## src/hdl/cpsc_pkg.sv

```systemverilog
`default_nettype none

package cpsc_pkg;

	localparam int MvW = 15;

	typedef logic signed [MvW-1:0] mv_t;

	typedef enum logic [2:0] {
		ST_A    = 3'd0,
		ST_B    = 3'd1,
		ST_C    = 3'd2,
		ST_D    = 3'd3,
		ST_E    = 3'd4,
		ST_F    = 3'd5,
		ST_DISC = 3'd6
	} pilot_state_t;

	typedef enum logic [1:0] {
		FLT_NONE  = 2'd0,
		FLT_PILOT = 2'd1,
		FLT_DIODE = 2'd2,
		FLT_SHORT = 2'd3
	} fault_code_t;

	// window bounds in millivolts
	localparam mv_t A_HI  = 15'sd13000;
	localparam mv_t A_LO  = 15'sd11000;
	localparam mv_t B_HI  = 15'sd10000;
	localparam mv_t B_LO  = 15'sd8000;
	localparam mv_t C_HI  = 15'sd7000;
	localparam mv_t C_LO  = 15'sd5000;
	localparam mv_t D_HI  = 15'sd4000;
	localparam mv_t D_LO  = 15'sd2000;
	localparam mv_t E_HI  = 15'sd1500;
	localparam mv_t E_LO  = -15'sd1500;
	localparam mv_t F_HI  = -15'sd11000;
	localparam mv_t F_LO  = -15'sd13000;

	// register indexes
	localparam logic REG_ENABLED = 1'b0;

	function automatic pilot_state_t classify(input mv_t mv);
		pilot_state_t cls;
		if (mv > A_HI)        cls = ST_DISC;
		else if (mv >= A_LO)  cls = ST_A;
		else if (mv >= B_HI)  cls = ST_DISC;
		else if (mv >= B_LO)  cls = ST_B;
		else if (mv >= C_HI)  cls = ST_DISC;
		else if (mv >= C_LO)  cls = ST_C;
		else if (mv >= D_HI)  cls = ST_DISC;
		else if (mv >= D_LO)  cls = ST_D;
		else if (mv >= E_HI)  cls = ST_DISC;
		else if (mv >= E_LO)  cls = ST_E;
		else if (mv >= F_HI)  cls = ST_DISC;
		else if (mv >= F_LO)  cls = ST_F;
		else                  cls = ST_DISC;
		return cls;
	endfunction

endpackage

`default_nettype wire

```

## src/hdl/control_pilot_state_classifier_unit.sv

```systemverilog
// channel  | valid     | stall     | payload
// ---------+-----------+-----------+-----------------------------------------------
// in       | in_valid  | in_stall  | positive_mv, negative_mv, pwm_active
// out      | out_valid | out_stall | state_changed, pilot_state, fault_event,
//          |           |           | fault_code
// cfg      | apb write | pready=1  | paddr, pwdata (enabled at byte address 0)
//
// one word per cycle sustained while the output is not stalled; a taken word passes
// through the input register, then the window compares and the state update land in
// the result register
// the last state and fault flag are updated as a word moves into the result register
// reset clears the enable, sets the last state to disconnected and drops the fault flag
// a stalled result holds the result register; the input register takes a word while
// it is empty, or while the result register is free or being taken in the same cycle
`default_nettype none

module control_pilot_state_classifier_unit import cpsc_pkg::*; (
	input  wire logic        clk,
	input  wire logic        arst_n,
	// input channel
	input  wire logic        in_valid,
	output      logic        in_stall,
	input  wire logic [14:0] positive_mv,
	input  wire logic [14:0] negative_mv,
	input  wire logic        pwm_active,
	// output channel
	output      logic        out_valid,
	input  wire logic        out_stall,
	output      logic        state_changed,
	output      logic [2:0]  pilot_state,
	output      logic        fault_event,
	output      logic [1:0]  fault_code,
	// configuration port
	input  wire logic        psel,
	input  wire logic        penable,
	input  wire logic        pwrite,
	input  wire logic [2:0]  paddr,
	input  wire logic [31:0] pwdata,
	output      logic [31:0] prdata,
	output      logic        pready
);

	// input register
	logic  valid_s1;
	mv_t   pos_s1;
	mv_t   neg_s1;
	logic  pwm_s1;

	// result register
	logic         valid_s2;
	logic         changed_s2;
	pilot_state_t state_s2;
	logic         event_s2;
	fault_code_t  code_s2;

	// block state
	logic         enabled_q;
	pilot_state_t last_state_q;
	logic         fault_raised_q;

	logic advance;
	logic in_take;
	logic cfg_wr;
	logic reg_hit;

	// combinational result for the word in the input register
	pilot_state_t pos_cls;
	pilot_state_t neg_cls;
	pilot_state_t st_c;
	fault_code_t  code_c;
	logic         changed_c;
	logic         event_c;
	pilot_state_t last_state_d;
	logic         fault_raised_d;

	assign pready  = 1'b1;
	assign reg_hit = (paddr[2] == REG_ENABLED);
	assign cfg_wr  = psel && penable && pwrite && pready;
	assign prdata  = reg_hit ? {31'd0, enabled_q} : 32'd0;

	// the input register moves on when the result register is empty or drained now
	assign advance  = valid_s1 && !(valid_s2 && out_stall);
	assign in_stall = valid_s1 && valid_s2 && out_stall;
	assign in_take  = in_valid && !in_stall;

	always_comb begin
		pos_cls = classify(pos_s1);
		neg_cls = classify(neg_s1);

		// combine the two plateaus, pwm off forces E
		st_c = pos_cls;
		if (pos_cls == ST_E && neg_cls == ST_F) begin
			st_c = ST_F;
		end
		if (!pwm_s1) begin
			st_c = ST_E;
		end

		// fault priority: short over diode over pilot
		code_c = FLT_NONE;
		if (pos_cls == ST_DISC && neg_cls == ST_DISC) begin
			st_c   = ST_DISC;
			code_c = FLT_PILOT;
		end
		if ((st_c == ST_B || st_c == ST_C || st_c == ST_D) && neg_cls == ST_DISC) begin
			code_c = FLT_DIODE;
		end
		if (pwm_s1 && pos_cls == ST_E && neg_cls == ST_E) begin
			code_c = FLT_SHORT;
		end

		changed_c      = 1'b0;
		event_c        = 1'b0;
		last_state_d   = last_state_q;
		fault_raised_d = fault_raised_q;

		if (!enabled_q) begin
			// disabled: report the held state, no events
			st_c   = last_state_q;
			code_c = FLT_NONE;
		end else if (code_c != FLT_NONE) begin
			// a fault is announced once, state follows silently
			last_state_d   = st_c;
			event_c        = !fault_raised_q;
			fault_raised_d = 1'b1;
		end else begin
			// announce the clearing, then look for a state change
			event_c        = fault_raised_q;
			fault_raised_d = 1'b0;
			if (last_state_q != st_c) begin
				changed_c    = 1'b1;
				last_state_d = st_c;
			end
		end
	end

	// control and state
	always_ff @(posedge clk or negedge arst_n) begin
		if (!arst_n) begin
			valid_s1       <= 1'b0;
			valid_s2       <= 1'b0;
			enabled_q      <= 1'b0;
			last_state_q   <= ST_DISC;
			fault_raised_q <= 1'b0;
		end else begin
			if (in_take) begin
				valid_s1 <= 1'b1;
			end else if (advance) begin
				valid_s1 <= 1'b0;
			end

			if (advance) begin
				valid_s2 <= 1'b1;
			end else if (!out_stall) begin
				valid_s2 <= 1'b0;
			end

			// the user must write configuration only while idle, the block does not enforce it; a disable drops the last state
			if (cfg_wr && reg_hit && !pwdata[0]) begin
				last_state_q <= ST_DISC;
			end else if (advance) begin
				last_state_q <= last_state_d;
			end

			if (advance) begin
				fault_raised_q <= fault_raised_d;
			end

			if (cfg_wr && reg_hit) begin
				enabled_q <= pwdata[0];
			end
		end
	end

	// payload registers
	always_ff @(posedge clk) begin
		if (in_take) begin
			pos_s1 <= positive_mv;
			neg_s1 <= negative_mv;
			pwm_s1 <= pwm_active;
		end
		if (advance) begin
			changed_s2 <= changed_c;
			state_s2   <= st_c;
			event_s2   <= event_c;
			code_s2    <= code_c;
		end
	end

	assign out_valid     = valid_s2;
	assign state_changed = changed_s2;
	assign pilot_state   = state_s2;
	assign fault_event   = event_s2;
	assign fault_code    = code_s2;

`ifndef SYNTHESIS
	// a state change is only announced with no fault present
	a_change_no_fault: assert property (@(posedge clk) disable iff (!arst_n)
		(out_valid && state_changed) |-> (fault_code == FLT_NONE))
		else $error("state change reported together with a fault");

	// a pilot fault always reports the disconnected state
	a_pilot_fault_disc: assert property (@(posedge clk) disable iff (!arst_n)
		(out_valid && fault_code == FLT_PILOT) |-> (pilot_state == ST_DISC))
		else $error("pilot fault without disconnected state");

	// raising the fault flag goes out as a fault event
	a_fault_rise_event: assert property (@(posedge clk) disable iff (!arst_n)
		$rose(fault_raised_q) |-> (out_valid && fault_event && fault_code != FLT_NONE))
		else $error("fault flag raised without a fault event");

	// disabling resets the last state
	a_disable_resets: assert property (@(posedge clk) disable iff (!arst_n)
		(cfg_wr && reg_hit && !pwdata[0]) |=> (last_state_q == ST_DISC && !enabled_q))
		else $error("disable did not reset the last state");
`endif

endmodule

`default_nettype wire
```

## config.mk

```make
export PLATFORM = sky130hd
export DESIGN_NAME = control_pilot_state_classifier_unit
export DESIGN_NICKNAME = d
export VERILOG_FILES = /design/src/hdl/cpsc_pkg.sv /design/src/hdl/control_pilot_state_classifier_unit.sv
export SDC_FILE = /design/constraint.sdc
export NUM_CORES = 1
export LEC_CHECK = 0
export ABC_AREA = 1
export BUFFER_PORTS_ARGS = -buffer_cell sky130_fd_sc_hd__buf_2
export CAP_MARGIN = 20
export CORE_MARGIN = 1.5
export CORE_UTILIZATION = 44
export DETAILED_ROUTE_END_ITERATION = 8
export MAX_ROUTING_LAYER = met4
export PLACE_DENSITY = 0.84
export REMOVE_ABC_BUFFERS = 1
export SLEW_MARGIN = 20
export SYNTH_ARGS = -nofsm -noshare
export SYNTH_HDL_FRONTEND = slang
export SYNTH_SLANG_ARGS = --single-unit
```

## constraint.sdc

```tcl
create_clock -name clk -period 2.07 [get_ports clk]
set_input_delay 0.1035 -clock clk [delete_from_list [all_inputs] [get_ports clk]]
set_output_delay 0.1035 -clock clk [all_outputs]
set_load 0.02 [all_outputs]
```

==> flow_metrics.env, run 1 <==
export IMPL_max_freq_mhz=374
export IMPL_hold_depth=3
export IMPL_clockBufferDepth=2
export IMPL_grt_pass1_vias=3341
export IMPL_final_period_utilization_pct=129
export IMPL_synth_common_cells="132 x nand2_1, 56 x nor2_1, 46 x inv_1"
export IMPL_final_antenna_net_count=0
export IMPL_die_w_um=87.6
export IMPL_seqCellArea_sq_um=1320
export IMPL_numCtsBuffers=5
export IMPL_timing_rr_end="fault_event"
export IMPL_outcome="finished, violations left"
export IMPL_wl_per_cell_um=14.3
export IMPL_dieArea_sq_um=7680
export IMPL_cap_violations=0
export IMPL_yosys_warnings=0
export IMPL_layout_drive_gt1_share_pct=44.7
export IMPL_place_congestion=0.977
export IMPL_placedInstanceArea_sq_um=3820
export IMPL_path_common_cell="nand2_4"
export IMPL_instances_no_fill=711
export IMPL_rsz0062_at_grt="true"
export IMPL_via_count=3583
export IMPL_area_growth_synth_to_final_pct=58.5
export IMPL_p_int_mw=2.06
export IMPL_synth_edff_count=38
export IMPL_fin_crit_ps=2670
export IMPL_place_inst=633
export IMPL_crit_start="neg_s1[14]"
export IMPL_avgSynthCellArea_sq_um=7.28
export IMPL_h_tree_depth=2
export IMPL_worstSetupPathType="flop to flop"
export IMPL_multi_input_area_sq_um=1880
export IMPL_io_pins=115
export IMPL_antenna_cells=0
export IMPL_arrival_ps=2740
export IMPL_netlist_instances=433
export IMPL_port_buffers=49
export IMPL_clkTransAtPathRegs_ps=100
export IMPL_switching_power_mw=1.10
export IMPL_slew_violations=0
export IMPL_core_sq_um=6870
export IMPL_core_rowCount=30
export IMPL_power_density_nw_per_um2=633
export IMPL_violations="setup timing"
export IMPL_overflow=0
export IMPL_synth_ff_type="edfxtp_1"
export IMPL_p_leak_nw=2.42
export IMPL_power_share_clock_pct=24.3
export IMPL_timing_rr_start="neg_s1[14]"
export IMPL_crit_fanout=6
export IMPL_mappedNetlistArea_sq_um=3150
export IMPL_fill_cells=465
export IMPL_initial_core_util_pct=45.9
export IMPL_grt_pass1_wl_um=14000
export IMPL_cts_tree="done"
export IMPL_synth_distinct_cells=30
export IMPL_die_h_um=87.6
export IMPL_firstDrtPassIters=5
export IMPL_rr_worst_depth=17
export IMPL_drc=0
export IMPL_grt_use_total_pct=24.1
export IMPL_ir_drop_v=0.000400
export IMPL_place_hpwl_um=6060
export IMPL_cpPeakStageDelay_ps=510
export IMPL_synth_top_area_cell="edfxtp_1"
export IMPL_p_seq_share_pct=39.0
export IMPL_antenna_found_initial=0
export IMPL_insertion_delay_ps=310
export IMPL_setup_viol=11
export IMPL_setup_slack_ps=-605
export IMPL_viasPerCell=5.04
export IMPL_power_frac_comb_pct=36.6
export IMPL_cts_sinks=45
export IMPL_fin_area_sq_um=4990
export IMPL_cts_root_buffer="clkbuf_8"
export IMPL_cp_end_kind="flop"
export IMPL_crit_slowest_cell="edfxtp_1"
export IMPL_cp_data_required_time_ps=2130
export IMPL_synth_async_reset_ratio_pct=15.6
export IMPL_whs_endpoint="valid_s1"
export IMPL_drtIter0Drc=228
export IMPL_nets=687
export IMPL_clock_skew_ps=10.6
export IMPL_yosysMostFrequentCell="nand2_1"
export IMPL_switching_share_pct=34.8
export IMPL_ys_top_cells_by_area="edfxtp_1 36%, nand2_1 16%, buf_4 7.9%, nor2_1 6.7%, inv_1 5.5%"
export IMPL_grt_max_degree=32
export IMPL_crit_path_start_kind="flop"
export IMPL_wirelength_um=10200
export IMPL_hold_slack_ps=5.53
export IMPL_hp_class="input port to flop"
export IMPL_r2r_slack_ps=-600
export IMPL_hp_start="in_valid"
export IMPL_synth_top_cell_area_share_pct=36.2
export IMPL_ys_seq_elements=45
export IMPL_synth_yosys_seq_area_share_pct=41.8
export IMPL_finalHoldViolCount=0
export IMPL_worstPathCellList="nor2_2, buf_4, nand2_1, nor4_1, nor3_2, nand2_1, nand2_1, nand2_2, inv_2, nand2_4, nor2_4, nor2_4, nand2_4, nand2_4, nand2_4, o21ai_2, a21oi_2"
[cell usage in the layout, fill, tap and decap left out, types with 2 or more instances in the layout]
cell | netlist | routed
nand2_1 | 132 | 98
o21ai_1 | 0 | 3
o211ai_1 | 4 | 4
o21ai_2 | 0 | 3
nand2_4 | 2 | 16
dlygate4sd3_1 | 0 | 32
clkbuf_8 | 0 | 5
conb_1 | 2 | 32
a21oi_2 | 3 | 9
nor4_2 | 0 | 2
nor2_1 | 56 | 36
nand3b_1 | 2 | 2
nor3_2 | 0 | 5
nor2_4 | 2 | 9
o21ai_0 | 16 | 10
buf_2 | 0 | 49
edfxtp_1 | 38 | 38
nand4_1 | 9 | 9
a21oi_1 | 18 | 11
nor4_1 | 5 | 3
nor2_2 | 2 | 15
inv_2 | 5 | 16
inv_1 | 46 | 35
nand3_1 | 25 | 15
nand3_2 | 2 | 10
dfstp_2 | 2 | 2
dfrtp_1 | 5 | 5
buf_6 | 1 | 13
buf_4 | 33 | 85
nor3_1 | 8 | 3
nand2_2 | 9 | 29
nand3_4 | 0 | 2
[power groups by stage]
stage,clock (mW),sequential (mW),combinational (mW)
final,0.769,1.23,1.16
after detailed placement,0,1.24,0.783
after global placement,0,1.23,0.763
after CTS,0.771,1.22,0.900
after floorplan,0,1.25,0.462
after global routing,0.801,1.25,1.25
[cells by family (layout without fill, tap and decap cells)]
kind of cell,after synthesis,after routing,synth area share [%]
buffers and inverters,86,238,14.4
and+or+nand+nor,256,256,35.6
DFF,45,45,41.8
xor gates and xnor gates,1,1,0.278
other,2,32,0.238
AOI/OAI and AO/OA,43,43,7.66
[state kept, by name, summed over array words and instances (netlist names)]
signal and count:
enabled_q 1, fault_code 2, fault_event 1, fault_raised_q 1, last_state_q 3, neg_s1 15
out_valid 1, pilot_state 3, pos_s1 15, pwm_s1 1, state_changed 1, valid_s1 1
[final cells by class]
cell class	count	area share, %
multi-input cells	332	37.7
repair buffers	179	27.0
flip-flops and latches	45	26.4
inverters	51	3.83
well taps	96	2.40
clock buffers	6	1.88
clock inverters	2	0.777
[critical path, delay by kind of cell, from the launching register on]
family          cells  cell delay (ps)
simple gates       13             1520
flops               1              510
compound gates      2              220
buf+inv             2              180
[metrics by stage]
stage	total power, mW	utilization, %	setup TNS (ps)	worst slack, ps
after global placement	1.99	55.6	-2390	-366
after detailed placement	2.02	55.6	-3040	-531
after CTS	2.89	65.1	-2550	-387
after global routing	3.30	72.7	-6010	-651
after floorplan	1.71	-	-818	-208
final	3.16	72.7	-4820	-605
[how the worst max path moves through the flow]
stage,endpoint,cells after the start,slack [ps]
finish,fault_event,17,-600
global placement,fault_event,20,-370
CTS,fault_event,21,-390
detailed placement,fault_event,20,-530
global route,last_state_q[2],23,-650
floorplan,fault_event,20,-210
[routing by layer]
| metal | up-vias | GRT usage [%] | share of wire (%) | routed length, um |
|---|---|---|---|---|
| li1 | 1712 | - | - | - |
| met1 | 1643 | 25.9 | 38 | 3870 |
| met2 | 183 | 43.8 | 53 | 5330 |
| met3 | 45 | 3.02 | 5.2 | 532 |
| met4 | 0 | 11.4 | 4.1 | 416 |
| met5 | - | - | 0 | 0 |
[what timing repair did]
action | CTS | global route
pin swaps | 12 | 47
setup endpoints to repair | 11 | 11
resized for setup | 28 | 108
setup buffers | 18 | 20
hold buffers | 32 | 0
endpoints found under the hold margin | 38 | 0
Power figures use the tool's default switching activity.
==> run 2: changes to the inputs <==
CORE_MARGIN = default   (was 1.5)
TNS_END_PERCENT = 20   (was default)
==> run 2 against run 1 <==
Critical path type unchanged. Critical path depth fell by 1. Clock power fell by 15%. Register-to-register slack improved by 170 ps. Flip-flop and latch count did not move. Sequential power barely moved. Largest power group unchanged. Sequential share of layout area rose by 1.2 points. Critical endpoint is now state_changed. Highest routed layer unchanged. The flow still finishes with violations (setup timing). First-iteration DRC count fell by 11%. Combinational power fell by 11%. Maximum frequency rose by 6.8%.
==> flow_metrics.env, run 2 (same netlist as run 1, synthesis figures left out) <==
export IMPL_placedInstanceArea_sq_um=3800
export IMPL_drc=0
export IMPL_final_period_utilization_pct=121
export IMPL_whs_endpoint="out_valid"
export IMPL_wl_per_cell_um=13.2
export IMPL_setup_viol=11
export IMPL_r2r_slack_ps=-430
export IMPL_fin_area_sq_um=4780
export IMPL_power_mw=2.91
export IMPL_numCtsBuffers=5
export IMPL_rr_worst_depth=16
export IMPL_top_regs="neg_s1 x15, pos_s1 x15"
export IMPL_place_congestion=1.00
export IMPL_ir_drop_v=0.000517
export IMPL_cts_root_buffer="clkbuf_8"
export IMPL_final_antenna_net_count=0
export IMPL_max_freq_mhz=399
export IMPL_die_h_um=86.6
export IMPL_cp_end_kind="flop"
export IMPL_layout_drive_gt1_share_pct=39.5
export IMPL_viasPerCell=5.01
export IMPL_p_leak_nw=2.34
export IMPL_cap_violations=0
export IMPL_cts_tree="done"
export IMPL_cp_data_required_time_ps=2120
export IMPL_hold_depth=3
export IMPL_overflow=0
export IMPL_antenna_found_initial=0
export IMPL_h_tree_depth=2
export IMPL_firstDrtPassIters=5
export IMPL_rsz0062_at_grt="true"
export IMPL_timing_rr_start="pos_s1[8]"
export IMPL_insertion_delay_ps=310
export IMPL_nets=680
export IMPL_core_rowCount=30
export IMPL_final_common_cell="nand2_1"
export IMPL_wirelength_um=9320
export IMPL_power_density_nw_per_um2=608
export IMPL_crit_path_start_kind="flop"
export IMPL_io_pins=115
export IMPL_antenna_cells=0
export IMPL_die_w_um=86.6
export IMPL_slew_violations=0
export IMPL_drtIter0Drc=204
export IMPL_port_buffers=49
export IMPL_grt_pass1_vias=3361
export IMPL_initial_core_util_pct=45.9
export IMPL_timing_rr_end="state_changed"
export IMPL_crit_fanout=5
export IMPL_worstSetupPathType="flop to flop"
export IMPL_core_sq_um=6870
export IMPL_violations="setup timing"
export IMPL_clock_skew_ps=11.5
export IMPL_arrival_ps=2550
export IMPL_grt_max_degree=32
export IMPL_cts_sinks=45
export IMPL_clockBufferDepth=2
export IMPL_finalHoldViolCount=0
export IMPL_place_hpwl_um=5930
export IMPL_setup_slack_ps=-435
export IMPL_layout_common_cells="113 x nand2_1, 81 x buf_4, 49 x buf_2"
export IMPL_hp_start="out_stall"
export IMPL_grt_pass1_wl_um=14400
export IMPL_outcome="finished, violations left"
export IMPL_setup_tns_ps=-3730
export IMPL_grt_use_total_pct=25.8
export IMPL_fin_crit_ps=2500
export IMPL_clkTransAtPathRegs_ps=100
export IMPL_fin_util_pct=69.6
export IMPL_pre_cts_ws_ps=-481
export IMPL_hp_class="input port to flop"
export IMPL_dieArea_sq_um=7510
export IMPL_area_growth_synth_to_final_pct=51.7
export IMPL_via_count=3525
run 2: cell types whose count changed in the layout (fill, tap and decap cells not counted), sizes merged:
cell         change
buf              -8
dlygate4sd3      +1
bufinv           -1
clkinv           +1
run 2: what timing repair did:
action                                 4_1_cts  5_1_grt
hold buffers                                33        0
setup buffers                               20       12
setup endpoints to repair                   11       11
resized for setup                           36       57
pin swaps                                   17       23
endpoints found under the hold margin       39        0
run 2: how the worst max path moves through the flow:
| stage | from | to | slack, ps |
|---|---|---|---|
| after floorplan | pos_s1[14] | fault_event | -210 |
| after global placement | pos_s1[10] | fault_event | -300 |
| after detailed placement | pos_s1[10] | fault_event | -480 |
| after CTS | pos_s1[7] | fault_event | -310 |
| after global routing | neg_s1[9] | state_changed | -580 |
| final | pos_s1[8] | state_changed | -430 |
run 2: final cells by class:
cell class | count | area [sq um]
sequential | 45 | 1320
inverter | 51 | 191
clock buffer | 6 | 93.8
fill | 504 | 2090
timing repair buffer | 172 | 1290
tap | 96 | 120
multi-input combinational | 332 | 1740
clock inverter | 2 | 20.0
run 2: power by group:
part / switching, mW / leakage, nW / total [mW] / internal (mW)
clock network: 0.335 / 0.0584 / 0.657 / 0.322
registers: 0.0934 / 0.448 / 1.22 / 1.13
logic: 0.589 / 1.84 / 1.03 / 0.440
total: 1.02 / 2.34 / 2.91 / 1.89
run 2: layer usage:
metal / vias up / wire [um] / GRT usage [%]
li1: 1692 / - / -
met1: 1606 / 3390 / 25.5
met3: 48 / 642 / 3.90
met5: - / 0 / -
met2: 179 / 4890 / 48.9
met4: 0 / 401 / 12.7
run 2: metrics by stage:
step           hold slack [ps]  std cells
6_report                  25.8        704
5_1_grt                   23.3        704
4_1_cts                   25.1        692
3_5_place_dp             -60.2        631
3_3_place_gp             -61.0        631
2_1_floorplan             -192        428
run 2: worst max-delay path, cell delays in order (launching register included):
cell and delay (ps):
edfxtp_1 520, buf_4 200, nor3_4 230, nand4_1 120, o21ai_1 120, a21oi_2 100
nand2_1 90, nand2_2 60, nand2_2 90, inv_2 60, nand3_2 80, nand2_2 80
nand2_2 90, nand2_1 70, nand2_1 80, nand3_2 110, nor3b_1 150
==> run 3: changes to the inputs <==
==> constraint.sdc (replaced) <==
create_clock -name clk -period 2.07 [get_ports clk]
set_input_delay 0.414 -clock clk [delete_from_list [all_inputs] [get_ports clk]]
set_output_delay 0.414 -clock clk [all_outputs]
set_load 0.01 [all_outputs]
==> run 3 against run 2 <==
The flow still finishes with violations (setup timing). Sequential share of layout area increased by 2.2 points. Via count decreased by 8.9%. Worst hold slack improved by 240 ps. Setup slack improved by 43 ps. Power decreased by 0.17%. Critical path type unchanged. Critical endpoint unchanged. Largest cell class unchanged. Largest power group unchanged.
==> flow_metrics.env, run 3 (same netlist as run 1, synthesis figures left out) <==
export IMPL_outcome="finished, violations left"
export IMPL_violations="setup timing"
export IMPL_dieArea_sq_um=7510
export IMPL_fill_cells=578
export IMPL_cp_data_required_time_ps=2130
export IMPL_switching_share_pct=32.4
export IMPL_worstPathCellList="buf_4, nand2_1, inv_1, nand4_1, o21ai_0, a21oi_2, nand2_1, nand2_2, nand2_2, inv_2, nand3_2, nand2_2, nand3_2, nand2_1, nand3_2, nor3b_2"
export IMPL_rsz0062_at_grt="true"
export IMPL_die_h_um=86.6
export IMPL_instances_no_fill=661
export IMPL_p_int_mw=1.96
export IMPL_fin_area_sq_um=4430
export IMPL_layout_drive_gt1_share_pct=43.0
export IMPL_power_share_clock_pct=26.4
export IMPL_seqCellArea_sq_um=1320
export IMPL_wirelength_um=8000
export IMPL_grt_use_total_pct=21.6
export IMPL_arrival_ps=2520
export IMPL_drtIter0Drc=154
export IMPL_power_frac_comb_pct=31.6
export IMPL_clockBufferDepth=2
export IMPL_antenna_cells=0
export IMPL_hp_class="input port to flop"
export IMPL_core_rowCount=30
export IMPL_insertion_delay_ps=310
export IMPL_crit_path_start_kind="flop"
export IMPL_drc=0
export IMPL_place_inst=629
export IMPL_pre_cts_ws_ps=-419
export IMPL_multi_input_area_sq_um=1780
export IMPL_die_w_um=86.6
export IMPL_cap_violations=0
export IMPL_grt_pass1_vias=2863
export IMPL_numCtsBuffers=5
export IMPL_port_buffers=49
export IMPL_fin_crit_ps=2460
export IMPL_p_leak_nw=2.16
export IMPL_finalHoldViolCount=0
export IMPL_grt_pass1_wl_um=12200
export IMPL_cts_sinks=45
export IMPL_placedInstanceArea_sq_um=3800
export IMPL_antenna_found_initial=0
export IMPL_area_growth_synth_to_final_pct=40.5
export IMPL_io_pins=115
export IMPL_initial_core_util_pct=45.9
export IMPL_hold_slack_ps=270
export IMPL_clkTransAtPathRegs_ps=100
export IMPL_max_freq_mhz=406
export IMPL_cpPeakStageDelay_ps=470
export IMPL_overflow=0
export IMPL_p_seq_share_pct=42.0
export IMPL_grt_max_degree=32
export IMPL_h_tree_depth=2
export IMPL_clock_skew_ps=10.4
export IMPL_via_count=3210
export IMPL_nets=637
export IMPL_setup_slack_ps=-391
export IMPL_viasPerCell=4.86
export IMPL_final_antenna_net_count=0
export IMPL_setup_viol=11
export IMPL_core_sq_um=6870
export IMPL_worstSetupPathType="flop to flop"
export IMPL_power_density_nw_per_um2=656
export IMPL_power_mw=2.90
export IMPL_final_common_cell="nand2_1"
export IMPL_final_period_utilization_pct=119
export IMPL_place_hpwl_um=5650
export IMPL_ir_drop_v=0.000382
export IMPL_place_congestion=1.00
export IMPL_crit_fanout=5
export IMPL_switching_power_uw=942
export IMPL_layout_common_cells="103 x nand2_1, 72 x buf_4, 49 x buf_2"
export IMPL_slew_violations=0
export IMPL_firstDrtPassIters=4
export IMPL_cts_tree="done"
export IMPL_setup_tns_ps=-2920
export IMPL_cts_root_buffer="clkbuf_8"
export IMPL_cp_end_kind="flop"
export IMPL_crit_slowest_cell="edfxtp_1"
export IMPL_wl_per_cell_um=12.1
export IMPL_fin_util_pct=64.5
export IMPL_top_regs="neg_s1 x15, pos_s1 x15"
-- run 3: cell count changes in the layout (fill, tap and decap cells not counted), moves of 3 or more --
cell / delta
o21ai_0: +3
nor2_1: -3
nand2_2: +8
nor2_2: +4
buf_4: -9
nand2_1: -10
dlygate4sd3_1: -32
-- run 3: final cells by class --
type | count | area share [%]
clock buffers | 6 | 2.12
clock inverters | 2 | 0.876
inverters | 51 | 4.32
multi-input cells | 332 | 40.2
flip-flops and latches | 45 | 29.8
well taps | 96 | 2.71
repair buffers | 129 | 19.9
-- run 3: per-layer routing --
metal	wire length, um	GRT usage, %
met4	171	9.09
met2	4170	37.7
met3	344	3.90
met5	0	-
met1	3310	24.3
-- run 3: worst paths after layout --
check | startpoint | to | slack (ps) | depth (start not counted)
max | pos_s1[6] | state_changed | -390 | 16
min | negative_mv[5] | neg_s1[5] | 270 | 1
max reg2reg | pos_s1[6] | state_changed | -390 | 16
min reg2reg | valid_s1 | out_valid | 490 | 2
max in group asynchronous | arst_n | last_state_q[1] | 1350 | 2
min in group asynchronous | arst_n | last_state_q[0] | 480 | 2
-- run 3: power groups by stage --
| stage | logic [mW] | registers [mW] | clock network, mW |
|---|---|---|---|
| after floorplan | 0.433 | 1.23 | 0 |
| after global routing | 1.02 | 1.23 | 0.815 |
| after global placement | 0.712 | 1.23 | 0 |
| after CTS | 0.767 | 1.21 | 0.780 |
| final | 0.918 | 1.22 | 0.766 |
| after detailed placement | 0.727 | 1.23 | 0 |
-- run 3: critical path: cells and delay by family, from the launching register on --
family	cells	cell delay, ps
and+or+nand+nor	11	1030
buffers and inverters	3	300
AOI/OAI and AO/OA	2	420
DFF	1	470
-- run 3: what timing repair did --
| item | CTS | global route |
|---|---|---|
| gates cloned | 0 | 0 |
| resized for setup | 23 | 80 |
| endpoints found under the setup margin | 11 | 11 |
| endpoints found under the hold margin | 5 | 0 |
| pin swaps | 5 | 26 |
| setup buffers | 6 | 17 |
| hold buffers | 1 | 0 |
